## src/rtl/fcba_pkg.sv

```systemverilog
package fcba_pkg;

  // field widths
  localparam int BLK_W  = 8;
  localparam int NAME_W = 64;
  localparam int ACT_W  = 3;
  localparam int STAT_W = 3;
  localparam int DS_W   = 8;

  // default geometry
  localparam int DEF_NUM_BLOCKS  = 256;
  localparam int DEF_DIR_ENTRIES = 16;

  // name held by an unused directory entry
  localparam logic [NAME_W-1:0] EMPTY_NAME = 64'h7878_7878_7878_7878;

  // lowest block number a format may hand out
  localparam logic [DS_W-1:0] MIN_DATA_START = 8'd2;

  // configuration register word index
  localparam logic REG_IDX_DATA_START = 1'b0;

  typedef enum logic [ACT_W-1:0] {
    ACT_FORMAT = 3'd0,
    ACT_CREATE = 3'd1,
    ACT_REMOVE = 3'd2,
    ACT_APPEND = 3'd3,
    ACT_DELETE = 3'd4,
    ACT_CHECK  = 3'd5,
    ACT_NEXT   = 3'd6
  } action_e;

  typedef enum logic [STAT_W-1:0] {
    ST_OK       = 3'd0,
    ST_EXISTS   = 3'd1,
    ST_NOFILE   = 3'd2,
    ST_NOTEMPTY = 3'd3,
    ST_DIRFULL  = 3'd4,
    ST_DISKFULL = 3'd5,
    ST_NOTIN    = 3'd6
  } status_e;

  // datapath micro-operations
  typedef enum logic [4:0] {
    OP_NONE,
    OP_CAPTURE,
    OP_SWEEP,
    OP_SCAN,
    OP_CREATE,
    OP_REMOVE,
    OP_RD_HEAD,
    OP_A_TAKE,
    OP_A_POP,
    OP_A_CLR,
    OP_A_FIRST,
    OP_WALK_INIT,
    OP_A_WALK,
    OP_C_WALK,
    OP_RD_BLK,
    OP_D_UNLINK,
    OP_D_HEAD,
    OP_D_PUSH,
    OP_N_RES,
    OP_DELIVER
  } dp_op_e;

  typedef struct packed {
    dp_op_e  op;
    logic    st_we;
    status_e st;
  } dp_cmd_t;

  typedef struct packed {
    logic [ACT_W-1:0] act;
    logic sweep_last;
    logic scan_done;
    logic name_empty;
    logic found;
    logic has_empty;
    logic first_zero;
    logic a_bad;
    logic a_end;
    logic c_miss;
    logic c_hit;
    logic out_free;
  } dp_stat_t;

endpackage

```

## src/rtl/fat_chain_block_allocator.sv

```systemverilog
// Block allocator over a file allocation table. Table entry 0 heads the free
// list, every other entry links to the next block of its chain (0 ends it),
// and a directory of DIR_ENTRIES named files holds each file's first block.
// One item is taken at a time and gives exactly one result. Format writes
// one table entry per cycle, and the unused action goes straight to its
// result. Every other action first scans the whole directory and decides.
// Check, next and delete then walk the chain one entry per cycle. Append
// finishes without a walk when the disk is full or the file is empty, and
// otherwise walks to the chain tail the same way. The single-port table
// read in the walk sets the rate. After reset a clearing pass zeroes the
// table, and no item is taken until it ends. A result waiting in the output
// register does not hold off the next item; only that item's delivery waits
// until the register is free.
module fat_chain_block_allocator import fcba_pkg::*; #(
  parameter int NUM_BLOCKS  = DEF_NUM_BLOCKS,
  parameter int DIR_ENTRIES = DEF_DIR_ENTRIES
) (
  input  logic              clk_i,
  input  logic              rst_ni,
  // configuration port
  input  logic              psel,
  input  logic              penable,
  input  logic              pwrite,
  input  logic [2:0]        paddr,
  input  logic [31:0]       pwdata,
  output logic [31:0]       prdata,
  output logic              pready,
  // request channel
  input  logic              in_valid_i,
  output logic              in_stall_o,
  input  logic [ACT_W-1:0]  action_i,
  input  logic [NAME_W-1:0] file_name_i,
  input  logic [BLK_W-1:0]  block_number_i,
  // result channel
  output logic              out_valid_o,
  input  logic              out_stall_i,
  output logic [STAT_W-1:0] status_o,
  output logic [BLK_W-1:0]  block_result_o
);

  logic [DS_W-1:0] data_start_q;
  logic            reg_sel;
  dp_cmd_t         cmd;
  dp_stat_t        stat;

  // configuration register
  assign reg_sel = (paddr[2] == REG_IDX_DATA_START);
  assign pready  = 1'b1;
  assign prdata  = reg_sel ? {{(32-DS_W){1'b0}}, data_start_q} : '0;

  always_ff @(posedge clk_i or negedge rst_ni) begin
    if (!rst_ni) begin
      data_start_q <= MIN_DATA_START;
    end else if (psel && penable && pwrite && reg_sel) begin
      data_start_q <= pwdata[DS_W-1:0];
    end
  end

  fcba_ctrl u_ctrl (
    .clk_i       (clk_i),
    .rst_ni      (rst_ni),
    .in_valid_i  (in_valid_i),
    .in_action_i (action_i),
    .in_stall_o  (in_stall_o),
    .stat_i      (stat),
    .cmd_o       (cmd)
  );

  fcba_dp #(
    .NUM_BLOCKS  (NUM_BLOCKS),
    .DIR_ENTRIES (DIR_ENTRIES)
  ) u_dp (
    .clk_i          (clk_i),
    .rst_ni         (rst_ni),
    .in_action_i    (action_i),
    .in_name_i      (file_name_i),
    .in_blk_i       (block_number_i),
    .data_start_i   (data_start_q),
    .cmd_i          (cmd),
    .stat_o         (stat),
    .out_stall_i    (out_stall_i),
    .out_valid_o    (out_valid_o),
    .status_o       (status_o),
    .block_result_o (block_result_o)
  );

endmodule

```

## src/rtl/fcba_dp.sv

```systemverilog
module fcba_dp import fcba_pkg::*; #(
  parameter int NUM_BLOCKS  = DEF_NUM_BLOCKS,
  parameter int DIR_ENTRIES = DEF_DIR_ENTRIES
) (
  input  logic              clk_i,
  input  logic              rst_ni,
  input  logic [ACT_W-1:0]  in_action_i,
  input  logic [NAME_W-1:0] in_name_i,
  input  logic [BLK_W-1:0]  in_blk_i,
  input  logic [DS_W-1:0]   data_start_i,
  input  dp_cmd_t           cmd_i,
  output dp_stat_t          stat_o,
  input  logic              out_stall_i,
  output logic              out_valid_o,
  output logic [STAT_W-1:0] status_o,
  output logic [BLK_W-1:0]  block_result_o
);

  localparam int AW = $clog2(NUM_BLOCKS);
  localparam int DW = (DIR_ENTRIES > 1) ? $clog2(DIR_ENTRIES) : 1;
  localparam int KW = $clog2(DIR_ENTRIES + 1);
  localparam logic [BLK_W:0] NB_V = (BLK_W+1)'(NUM_BLOCKS);
  localparam logic [AW:0]    NB_C = (AW+1)'(NUM_BLOCKS);
  localparam logic [KW-1:0]  DE_C = KW'(DIR_ENTRIES);

  // storage
  logic [BLK_W-1:0]  tbl_mem [NUM_BLOCKS];
  logic [NAME_W-1:0] dn_mem  [DIR_ENTRIES];
  logic [BLK_W-1:0]  df_mem  [DIR_ENTRIES];
  logic [DIR_ENTRIES-1:0] dv_q;

  // captured item and result
  logic [ACT_W-1:0]  act_q;
  logic [NAME_W-1:0] name_q;
  logic [BLK_W-1:0]  blk_q;
  status_e           st_q;
  logic [BLK_W-1:0]  res_q;

  // sequencing registers
  logic [AW:0]      cnt_q;
  logic             fmt_q;
  logic [KW-1:0]    k_q;
  logic             sv_q;
  logic [DW-1:0]    si_q;
  logic             found_q;
  logic [DW-1:0]    f_q;
  logic [BLK_W-1:0] first_q;
  logic             hasemp_q;
  logic [DW-1:0]    e_q;
  logic [BLK_W-1:0] cur_q;
  logic [BLK_W-1:0] prev_q;
  logic             mem_q;
  logic [BLK_W-1:0] a_q;

  // memory read data
  logic [BLK_W-1:0]  tbl_rd_q;
  logic [NAME_W-1:0] dn_rd_q;
  logic [BLK_W-1:0]  df_rd_q;
  logic              dv_rd_q;

  // output register
  logic              out_valid_q;
  logic [STAT_W-1:0] out_st_q;
  logic [BLK_W-1:0]  out_res_q;

  logic [BLK_W-1:0]  rd_m;
  logic [NAME_W-1:0] eff_name;
  logic [BLK_W-1:0]  eff_first;
  logic [BLK_W:0]    start_x;
  logic [BLK_W:0]    cnt_x;
  logic [BLK_W:0]    cnt_p1;
  logic [BLK_W-1:0]  sweep_val;
  logic [BLK_W-1:0]  c_blk;
  logic              c_miss;
  logic              c_hit;
  logic              a_end;
  logic [BLK_W-1:0]  link_tgt;
  logic              scan_en;

  logic              tw_en;
  logic [BLK_W-1:0]  tw_addr;
  logic [BLK_W-1:0]  tw_data;
  logic [BLK_W-1:0]  tr_addr;
  logic              dn_we;
  logic              df_we;
  logic [DW-1:0]     dw_addr;
  logic [BLK_W-1:0]  df_data;

  // links at or beyond the table size read as end of chain
  assign rd_m      = ({1'b0, tbl_rd_q} < NB_V) ? tbl_rd_q : '0;
  assign eff_name  = dv_rd_q ? dn_rd_q : EMPTY_NAME;
  assign eff_first = dv_rd_q ? df_rd_q : '0;

  // format sweep value
  assign start_x = (data_start_i < MIN_DATA_START) ? {1'b0, MIN_DATA_START}
                                                   : {1'b0, data_start_i};
  assign cnt_x   = (BLK_W+1)'(cnt_q);
  assign cnt_p1  = cnt_x + 1'b1;

  always_comb begin
    sweep_val = '0;
    if (fmt_q) begin
      if (cnt_x == '0) begin
        sweep_val = (start_x < NB_V) ? start_x[BLK_W-1:0] : '0;
      end else if ((cnt_x >= start_x) && (cnt_p1 < NB_V)) begin
        sweep_val = cnt_p1[BLK_W-1:0];
      end
    end
  end

  // membership walk candidate
  assign c_blk  = mem_q ? rd_m : cur_q;
  assign c_miss = (cnt_q == NB_C) || (c_blk == '0) || ({1'b0, c_blk} >= NB_V);
  assign c_hit  = !c_miss && (c_blk == blk_q);

  // tail walk for append
  assign a_end    = mem_q && ((rd_m == '0) || (cnt_q == NB_C));
  assign link_tgt = (rd_m == '0) ? cur_q : rd_m;

  assign scan_en = (k_q < DE_C);

  // memory port control per micro-operation
  always_comb begin
    tw_en   = 1'b0;
    tw_addr = '0;
    tw_data = '0;
    tr_addr = '0;
    dn_we   = 1'b0;
    df_we   = 1'b0;
    dw_addr = f_q;
    df_data = '0;
    case (cmd_i.op)
      OP_SWEEP: begin
        tw_en   = 1'b1;
        tw_addr = BLK_W'(cnt_q[AW-1:0]);
        tw_data = sweep_val;
      end
      OP_CREATE: begin
        dn_we   = 1'b1;
        df_we   = 1'b1;
        dw_addr = e_q;
      end
      OP_A_TAKE: tr_addr = tbl_rd_q;
      OP_A_POP: begin
        tw_en   = 1'b1;
        tw_data = rd_m;
      end
      OP_A_CLR: begin
        tw_en   = 1'b1;
        tw_addr = a_q;
      end
      OP_A_FIRST: begin
        df_we   = 1'b1;
        df_data = a_q;
      end
      OP_A_WALK: begin
        if (!mem_q) begin
          tr_addr = cur_q;
        end else if (a_end) begin
          tw_en   = 1'b1;
          tw_addr = link_tgt;
          tw_data = a_q;
        end else begin
          tr_addr = rd_m;
        end
      end
      OP_C_WALK: tr_addr = c_blk;
      OP_RD_BLK: tr_addr = blk_q;
      OP_D_UNLINK: begin
        if (prev_q == '0) begin
          df_we   = 1'b1;
          df_data = rd_m;
        end else begin
          tw_en   = 1'b1;
          tw_addr = prev_q;
          tw_data = rd_m;
        end
      end
      OP_D_HEAD: begin
        tw_en   = 1'b1;
        tw_addr = blk_q;
        tw_data = tbl_rd_q;
      end
      OP_D_PUSH: begin
        tw_en   = 1'b1;
        tw_data = blk_q;
      end
      default: ;
    endcase
  end

  // allocation table
  always_ff @(posedge clk_i) begin
    if (tw_en && ({1'b0, tw_addr} < NB_V)) begin
      tbl_mem[tw_addr[AW-1:0]] <= tw_data;
    end
    tbl_rd_q <= tbl_mem[tr_addr[AW-1:0]];
  end

  // directory
  always_ff @(posedge clk_i) begin
    if (dn_we) begin
      dn_mem[dw_addr] <= name_q;
    end
    if (df_we) begin
      df_mem[dw_addr] <= df_data;
    end
    dn_rd_q <= dn_mem[k_q[DW-1:0]];
    df_rd_q <= df_mem[k_q[DW-1:0]];
    dv_rd_q <= dv_q[k_q[DW-1:0]];
  end

  // control registers
  always_ff @(posedge clk_i or negedge rst_ni) begin
    if (!rst_ni) begin
      cnt_q       <= '0;
      fmt_q       <= 1'b0;
      k_q         <= '0;
      sv_q        <= 1'b0;
      mem_q       <= 1'b0;
      dv_q        <= '0;
      out_valid_q <= 1'b0;
    end else begin
      if (cmd_i.op == OP_DELIVER) begin
        out_valid_q <= 1'b1;
      end else if (!out_stall_i) begin
        out_valid_q <= 1'b0;
      end
      case (cmd_i.op)
        OP_CAPTURE: begin
          cnt_q <= '0;
          fmt_q <= 1'b1;
          k_q   <= '0;
          sv_q  <= 1'b0;
          if (in_action_i == ACT_FORMAT) begin
            dv_q <= '0;
          end
        end
        OP_SWEEP: cnt_q <= cnt_q + 1'b1;
        OP_SCAN: begin
          sv_q <= scan_en;
          if (scan_en) begin
            k_q <= k_q + 1'b1;
          end
        end
        OP_CREATE: dv_q[e_q] <= 1'b1;
        OP_REMOVE: dv_q[f_q] <= 1'b0;
        OP_WALK_INIT: begin
          cnt_q <= '0;
          mem_q <= 1'b0;
        end
        OP_A_WALK: begin
          if (!mem_q || !a_end) begin
            cnt_q <= cnt_q + 1'b1;
            mem_q <= 1'b1;
          end
        end
        OP_C_WALK: begin
          if (!c_miss && !c_hit) begin
            cnt_q <= cnt_q + 1'b1;
            mem_q <= 1'b1;
          end
        end
        default: ;
      endcase
    end
  end

  // item payload and walk registers
  always_ff @(posedge clk_i) begin
    if (cmd_i.st_we) begin
      st_q <= cmd_i.st;
    end
    case (cmd_i.op)
      OP_CAPTURE: begin
        act_q    <= in_action_i;
        name_q   <= in_name_i;
        blk_q    <= in_blk_i;
        st_q     <= ST_OK;
        res_q    <= '0;
        found_q  <= 1'b0;
        hasemp_q <= 1'b0;
      end
      OP_SCAN: begin
        si_q <= k_q[DW-1:0];
        if (sv_q) begin
          if (!found_q && (eff_name == name_q)) begin
            found_q <= 1'b1;
            f_q     <= si_q;
            first_q <= eff_first;
          end
          if (!hasemp_q && (eff_name == EMPTY_NAME)) begin
            hasemp_q <= 1'b1;
            e_q      <= si_q;
          end
        end
      end
      OP_A_TAKE: a_q <= tbl_rd_q;
      OP_A_CLR: res_q <= a_q;
      OP_WALK_INIT: begin
        cur_q  <= first_q;
        prev_q <= '0;
      end
      OP_A_WALK: begin
        if (mem_q && !a_end) begin
          cur_q <= rd_m;
        end
      end
      OP_C_WALK: begin
        if (!c_miss && !c_hit) begin
          prev_q <= c_blk;
        end
      end
      OP_N_RES: res_q <= rd_m;
      OP_DELIVER: begin
        out_st_q  <= st_q;
        out_res_q <= res_q;
      end
      default: ;
    endcase
  end

  // status to the controller
  always_comb begin
    stat_o.act        = act_q;
    stat_o.sweep_last = (cnt_q == NB_C - 1'b1);
    stat_o.scan_done  = (k_q == DE_C) && !sv_q;
    stat_o.name_empty = (name_q == EMPTY_NAME);
    stat_o.found      = found_q;
    stat_o.has_empty  = hasemp_q;
    stat_o.first_zero = (first_q == '0);
    stat_o.a_bad      = (tbl_rd_q == '0) || ({1'b0, tbl_rd_q} >= NB_V);
    stat_o.a_end      = a_end;
    stat_o.c_miss     = c_miss;
    stat_o.c_hit      = c_hit;
    stat_o.out_free   = !out_valid_q || !out_stall_i;
  end

  assign out_valid_o    = out_valid_q;
  assign status_o       = out_st_q;
  assign block_result_o = out_res_q;

endmodule

```

## src/rtl/fcba_ctrl.sv

```systemverilog
module fcba_ctrl import fcba_pkg::*; (
  input  logic             clk_i,
  input  logic             rst_ni,
  input  logic             in_valid_i,
  input  logic [ACT_W-1:0] in_action_i,
  output logic             in_stall_o,
  input  dp_stat_t         stat_i,
  output dp_cmd_t          cmd_o
);

  typedef enum logic [20:0] {
    S_CLR      = 21'h000001,
    S_IDLE     = 21'h000002,
    S_FMT      = 21'h000004,
    S_SCAN     = 21'h000008,
    S_DISP     = 21'h000010,
    S_CREATE   = 21'h000020,
    S_REMOVE   = 21'h000040,
    S_A_TAKE   = 21'h000080,
    S_A_POP    = 21'h000100,
    S_A_CLR    = 21'h000200,
    S_A_FIRST  = 21'h000400,
    S_A_WINIT  = 21'h000800,
    S_A_WALK   = 21'h001000,
    S_C_WALK   = 21'h002000,
    S_RD_BLK   = 21'h004000,
    S_N_RES    = 21'h008000,
    S_D_UNLINK = 21'h010000,
    S_D_HEAD   = 21'h020000,
    S_D_PUSH   = 21'h040000,
    S_FIN      = 21'h080000,
    S_SPARE    = 21'h100000
  } state_e;

  state_e state_q, state_d;

  always_ff @(posedge clk_i or negedge rst_ni) begin
    if (!rst_ni) begin
      state_q <= S_CLR;
    end else begin
      state_q <= state_d;
    end
  end

  assign in_stall_o = (state_q != S_IDLE);

  // next state and datapath command
  always_comb begin
    state_d = state_q;
    cmd_o   = '{op: OP_NONE, st_we: 1'b0, st: ST_OK};
    case (state_q)
      // table clearing pass after reset
      S_CLR: begin
        cmd_o.op = OP_SWEEP;
        if (stat_i.sweep_last) begin
          state_d = S_IDLE;
        end
      end
      S_IDLE: begin
        if (in_valid_i) begin
          cmd_o.op = OP_CAPTURE;
          case (in_action_i)
            ACT_FORMAT: state_d = S_FMT;
            ACT_CREATE, ACT_REMOVE, ACT_APPEND,
            ACT_DELETE, ACT_CHECK, ACT_NEXT: state_d = S_SCAN;
            default: state_d = S_FIN;
          endcase
        end
      end
      S_FMT: begin
        cmd_o.op = OP_SWEEP;
        if (stat_i.sweep_last) begin
          state_d = S_FIN;
        end
      end
      S_SCAN: begin
        cmd_o.op = OP_SCAN;
        if (stat_i.scan_done) begin
          state_d = S_DISP;
        end
      end
      // decide on the directory lookup
      S_DISP: begin
        cmd_o.st_we = 1'b1;
        cmd_o.st    = ST_OK;
        state_d     = S_FIN;
        if (stat_i.name_empty) begin
          cmd_o.st = (stat_i.act == ACT_CREATE) ? ST_EXISTS : ST_NOFILE;
        end else if (stat_i.act == ACT_CREATE) begin
          if (stat_i.found) begin
            cmd_o.st = ST_EXISTS;
          end else if (!stat_i.has_empty) begin
            cmd_o.st = ST_DIRFULL;
          end else begin
            state_d = S_CREATE;
          end
        end else if (!stat_i.found) begin
          cmd_o.st = ST_NOFILE;
        end else begin
          case (stat_i.act)
            ACT_REMOVE: begin
              if (stat_i.first_zero) begin
                state_d = S_REMOVE;
              end else begin
                cmd_o.st = ST_NOTEMPTY;
              end
            end
            ACT_APPEND: begin
              cmd_o.op = OP_RD_HEAD;
              state_d  = S_A_TAKE;
            end
            default: begin
              cmd_o.op = OP_WALK_INIT;
              state_d  = S_C_WALK;
            end
          endcase
        end
      end
      S_CREATE: begin
        cmd_o.op = OP_CREATE;
        state_d  = S_FIN;
      end
      S_REMOVE: begin
        cmd_o.op = OP_REMOVE;
        state_d  = S_FIN;
      end
      // append: pop the free list head
      S_A_TAKE: begin
        if (stat_i.a_bad) begin
          cmd_o.st_we = 1'b1;
          cmd_o.st    = ST_DISKFULL;
          state_d     = S_FIN;
        end else begin
          cmd_o.op = OP_A_TAKE;
          state_d  = S_A_POP;
        end
      end
      S_A_POP: begin
        cmd_o.op = OP_A_POP;
        state_d  = S_A_CLR;
      end
      S_A_CLR: begin
        cmd_o.op = OP_A_CLR;
        state_d  = stat_i.first_zero ? S_A_FIRST : S_A_WINIT;
      end
      S_A_FIRST: begin
        cmd_o.op = OP_A_FIRST;
        state_d  = S_FIN;
      end
      S_A_WINIT: begin
        cmd_o.op = OP_WALK_INIT;
        state_d  = S_A_WALK;
      end
      S_A_WALK: begin
        cmd_o.op = OP_A_WALK;
        if (stat_i.a_end) begin
          state_d = S_FIN;
        end
      end
      // membership walk
      S_C_WALK: begin
        cmd_o.op = OP_C_WALK;
        if (stat_i.c_miss) begin
          cmd_o.st_we = 1'b1;
          cmd_o.st    = ST_NOTIN;
          state_d     = S_FIN;
        end else if (stat_i.c_hit) begin
          state_d = (stat_i.act == ACT_CHECK) ? S_FIN : S_RD_BLK;
        end
      end
      S_RD_BLK: begin
        cmd_o.op = OP_RD_BLK;
        state_d  = (stat_i.act == ACT_NEXT) ? S_N_RES : S_D_UNLINK;
      end
      S_N_RES: begin
        cmd_o.op = OP_N_RES;
        state_d  = S_FIN;
      end
      // delete: unlink then push on the free list
      S_D_UNLINK: begin
        cmd_o.op = OP_D_UNLINK;
        state_d  = S_D_HEAD;
      end
      S_D_HEAD: begin
        cmd_o.op = OP_D_HEAD;
        state_d  = S_D_PUSH;
      end
      S_D_PUSH: begin
        cmd_o.op = OP_D_PUSH;
        state_d  = S_FIN;
      end
      // hand the result to the output register
      S_FIN: begin
        if (stat_i.out_free) begin
          cmd_o.op = OP_DELIVER;
          state_d  = S_IDLE;
        end
      end
      default: state_d = S_IDLE;
    endcase
  end

endmodule
```

## config.mk

```make
export PLATFORM = sky130hd
export DESIGN_NAME = fat_chain_block_allocator
export DESIGN_NICKNAME = d
export VERILOG_FILES = /design/src/rtl/fcba_pkg.sv /design/src/rtl/fat_chain_block_allocator.sv /design/src/rtl/fcba_dp.sv /design/src/rtl/fcba_ctrl.sv
export SDC_FILE = /design/constraint.sdc
export NUM_CORES = 2
export LEC_CHECK = 0
export BUFFER_PORTS_ARGS = -buffer_cell sky130_fd_sc_hd__buf_2
export CAP_MARGIN = 40
export CORE_UTILIZATION = 50
export CTS_BUF_LIST = sky130_fd_sc_hd__clkbuf_2 sky130_fd_sc_hd__clkbuf_4 sky130_fd_sc_hd__clkbuf_8
export DETAILED_ROUTE_END_ITERATION = 8
export HOLD_SLACK_MARGIN = 0.05
export PLACE_DENSITY_LB_ADDON = 0.05
export SYNTH_ARGS = -nofsm -noshare
export SYNTH_HDL_FRONTEND = slang
export SYNTH_HIERARCHICAL = 1
export SYNTH_SLANG_ARGS = --single-unit
```

## constraint.sdc

```tcl
create_clock -name clk_i -period 15.2 [get_ports clk_i]
set_input_delay 1.52 -clock clk_i [delete_from_list [all_inputs] [get_ports clk_i]]
set_output_delay 1.52 -clock clk_i [all_outputs]
set_load 0.005 [all_outputs]
```

==> summary.md <==
| Metric | Value |
|---|---|
| HPWL after DPL | between 200000 and 250000 microns |
| Initial antenna violation count | 12 |
| Vias/cell | roughly 6 |
| Hold Buf Count CTS | 0 |
| Min Tclk post-route | between 9 and 10 ns |
| Layout Cells excl Fill | between 10000 and 15000 |
| Commonest cells after routing, fill and taps aside | edfxtp_1 (3340), nand2_1 (1155), clkbuf_8 (612), mux4_2 (606), nand3_1 (399) |
| R2r setup slk | around 5.5 ns |
| Cts repair resizes | 0 |
| Worst Path Max Fanout | 83 |
| Fill count | approximately 21000 |
| Nets@finish | around 8600 |
| Number of enable flip-flop cells after synthesis | 3340 |
| Slew @ Worst Pin | 1.50 ns |
| Setup Skew | 0.114 ns |
| R2R Path Start | u_dp/name_q[40] |
| P_leak | slightly above 50 nW |
| Synth warn | 6 |
| Endpoints failing setup | 0 |
| Clk buf depth | 4 |
| Maximum VDD drop | 0.108 mV |
| Clk_lat worst skew | 1.22 ns |
| Number of global-route vias before repair | between 70000 and 80000 |
| Core ar. | around 270000 sq um |
| GR Overflow Total | 0 |
| CTS H-tree lvls | 6 |
| Clock Pin Slew Worst Setup and Hold Paths | 0.06 ns |
| Status | finished clean |
| CTS tree | yes |
| Critical path class | flop to flop |
| Total of max-cap violations | 0 |
| #FFs+latches synth | around 3500 |
| Hold slack final | ~0.29 ns |
| Finished Cell Area | approximately 150000 sq um |
| Layout cell share with drive strength beyond 1 | ~23% |
| Clock Power Share | between 30% and 40% |
| Hold Violations, Final | 0 |
| Commonest register cell after synthesis | edfxtp_1 |
| Overall via count from detail_route | between 70000 and 80000 |
| Fin worst setup slack | ~5.5 ns |
| CP startpoint kind | flop |
| WL/cell | between 30 and 40 microns |
| Chip Width | ~530 microns |
| Worst Hold Class | input pin to async pin |
| Drt first pass iters | 8 |
| Post-synthesis cell count | 7937 |
| FMAX | between 0.1 and 0.15 GHz |
| Area grow syn2layout | 12.7% |
| Post-CTS setup buffers | 0 |
| Final core utilization | 56.6% |
| Post-Syn Area per Cell | approximately 17 sq um |
| DIE HEIGHT | about 530 microns |
| Net switching power | slightly below 6 mW |
| Post-synthesis async set-or-reset flop share | 1.78% |
| Number of DRC markers in iteration 0 | roughly 8000 |
| Net Sw Frac | 26.3% |
| # DRC | 0 |
| Sequential Power Share | between 50% and 60% |
| Critical Path RT | ~16 ns |
| CTS Buf Count | 585 |
| Routability Congestion | roughly 0.86 |
| Placement Cell Area | 143000 sq um |
| First-pass GRT wire length | approximately 540000 microns |
| Total track usage | between 20% and 30% |
| R2r endpoint | u_dp/rd_m[1] |
| IO buf count | about 110 |
| Leading cell type in the layout, fill and taps excluded | edfxtp_1 |
| Starting Density | between 50 and 60% |
| Mapped cell area | approximately 140000 sq um |
| IO Count | about 160 |
| Std cell rows | roughly 190 |
| Placed insts | around 11000 |
| Library cells used by synthesis | 106 |
| Post-Place Setup Slack | about 5.4 ns |
| RSZ-0062 raised after global routing | no |
| Power density cells | approximately 150 nW/um^2 |
| Final WL | ~370000 microns |
| Setup TNS | 0 ns |
| Root Driver | clkbuf_8 |
| Max-slew headroom | less than 1% |
| Fin crit share | a little under two thirds |
| CP Capture Type | flop |
| Total power draw | 22.7 mW |
| Final max-slew violation count | 0 |
| Post-DRT Antenna Nets | 0 |
| Reg2reg path depth | 22 |
| Post-synthesis sequential area ratio | roughly three quarters |
| Internal power | 16.7 mW |
| Largest net degree at the start of global routing | 197 |
| Clock Sinks | approximately 3500 |
| Arrival time at the worst endpoint | 10.72 ns |
| Gate power share | 10.3% |
| Die area | approximately 280000 sq um |
==> cells in the mapped netlist (8+ instances only) <==
library cell,n,area [sq um]
edfxtp_1,3340,100000
buf_2,107,536
mux2_2,8,90.1
nor3_1,41,205
nand4_1,64,400
o211ai_1,15,113
a21oi_1,178,891
ha_1,13,163
nand2b_1,27,169
inv_1,53,199
buf_6,25,282
a2111oi_0,20,175
and2_1,16,100
and3_1,88,551
mux2i_1,84,841
nand3_1,399,2000
o31ai_1,20,150
nand2_1,1164,4370
buf_1,52,195
xor2_1,19,166
dfxtp_1,84,1680
o21ai_0,106,531
nand3b_1,8,60.1
a31oi_1,81,507
a21o_1,12,90.1
or4_1,9,67.6
buf_4,61,458
a311oi_1,40,350
o22ai_1,17,106
xnor2_1,24,210
mux4_2,606,13600
a221oi_1,29,254
clkbuf_1,231,867
nor2_1,399,1500
a221o_1,10,100
nor4_1,52,325
dfrtp_1,60,1500
a22o_1,24,210
or3_1,8,50.1
o2111ai_1,12,105
a32oi_1,26,228
a22oi_1,122,916
nor2b_1,19,119
and2b_2,8,70.1
a211oi_1,14,105
==> cells by family after synthesis <==
logic type               share of synthesized area [%]
multiplexers                                      10.7
buffers and inverters                             1.91
AO/OA/AOI/OAI                                     3.89
XOR/XNOR                                         0.274
adder cells (fa/ha/maj)                          0.118
other                                          0.00547
flip-flops                                        75.4
AND/OR/NAND/NOR                                   7.79
==> final cells by class <==
class / instances / area (sq um) / area share (%)
Clock buffer: 813 / 9930 / 6.42
Multi-Input combinational cell: 3936 / 31800 / 20.5
Antenna cell: 5 / 12.5 / 0.00808
Inverter: 56 / 213 / 0.137
Timing Repair Buffer: 365 / 3230 / 2.08
Clock inverter: 217 / 1590 / 1.03
Sequential cell: 3486 / 104000 / 66.9
Tap cell: 3589 / 4490 / 2.90
==> worst max-delay path by stage <==
stage / from / to / slack, ns / cells after the start
2_1_floorplan: u_dp/name_q[40] / u_dp/tbl_mem[0][1] / -0.76 / 16
3_3_place_gp: u_dp/name_q[40] / u_dp/rd_m[1] / 5.37 / 22
3_5_place_dp: u_dp/name_q[40] / u_dp/rd_m[5] / 5.37 / 24
4_1_cts: u_dp/name_q[40] / u_dp/rd_m[5] / 5.33 / 24
5_1_grt: u_dp/name_q[32] / u_dp/rd_m[5] / 4.98 / 24
6_report: u_dp/name_q[40] / u_dp/rd_m[1] / 5.54 / 22
==> state kept, by name (all words and copies together), names as in the netlist, 4 cells and up <==
signal	count
u_dp/e_q	4
u_dp/blk_q	8
u_dp/dn_mem	1024
u_dp/name_q	64
u_dp/rd_m	8
data_start_q	8
u_dp/res_q	8
u_dp/first_q	8
u_dp/df_mem	128
u_dp/tbl_mem	2048
u_dp/si_q	4
u_dp/prev_q	8
u_dp/block_result_o	8
u_dp/a_q	8
u_dp/df_rd_q	8
u_dp/k_q	5
u_dp/dn_rd_q	64
u_dp/f_q	4
u_dp/cnt_q	9
u_dp/cur_q	8
u_ctrl/state_q	20
u_dp/dv_q	16
==> power groups by stage <==
stage / combinational, mW / sequential, mW / clock [mW]
2_1_floorplan: 1.40 / 12.1 / 0
3_3_place_gp: 2.20 / 12.3 / 0
3_5_place_dp: 2.33 / 12.3 / 0
4_1_cts: 2.34 / 12.1 / 8.40
5_1_grt: 2.48 / 12.2 / 8.80
6_report: 2.33 / 12.1 / 8.23
==> metal layers <==
metal	GRT usage (%)	vias up	wire, microns
li1	-	32457	-
met5	0	-	16
met4	9.06	2	12500
met1	37.1	39991	154000
met2	43.9	2996	183000
met3	3.97	587	24600
==> critical path: stages (launching register included) <==
cell	delay, ns
edfxtp_1	0.64
nor2_1	0.61
nand3_1	0.21
nor4_1	0.30
nand4_1	0.31
nor4_2	0.39
buf_4	0.25
nor2b_1	0.12
a31o_2	0.25
or3b_2	0.63
nand2b_1	0.34
nor3_4	0.69
a221o_1	0.48
a21o_4	0.38
buf_4	0.68
buf_12	0.48
mux4_2	0.40
a22oi_1	0.31
a21oi_1	0.25
or4_1	0.50
nor2_1	0.60
nor4_1	0.24
a311o_1	0.32
(Power assumes the default switching activity.)
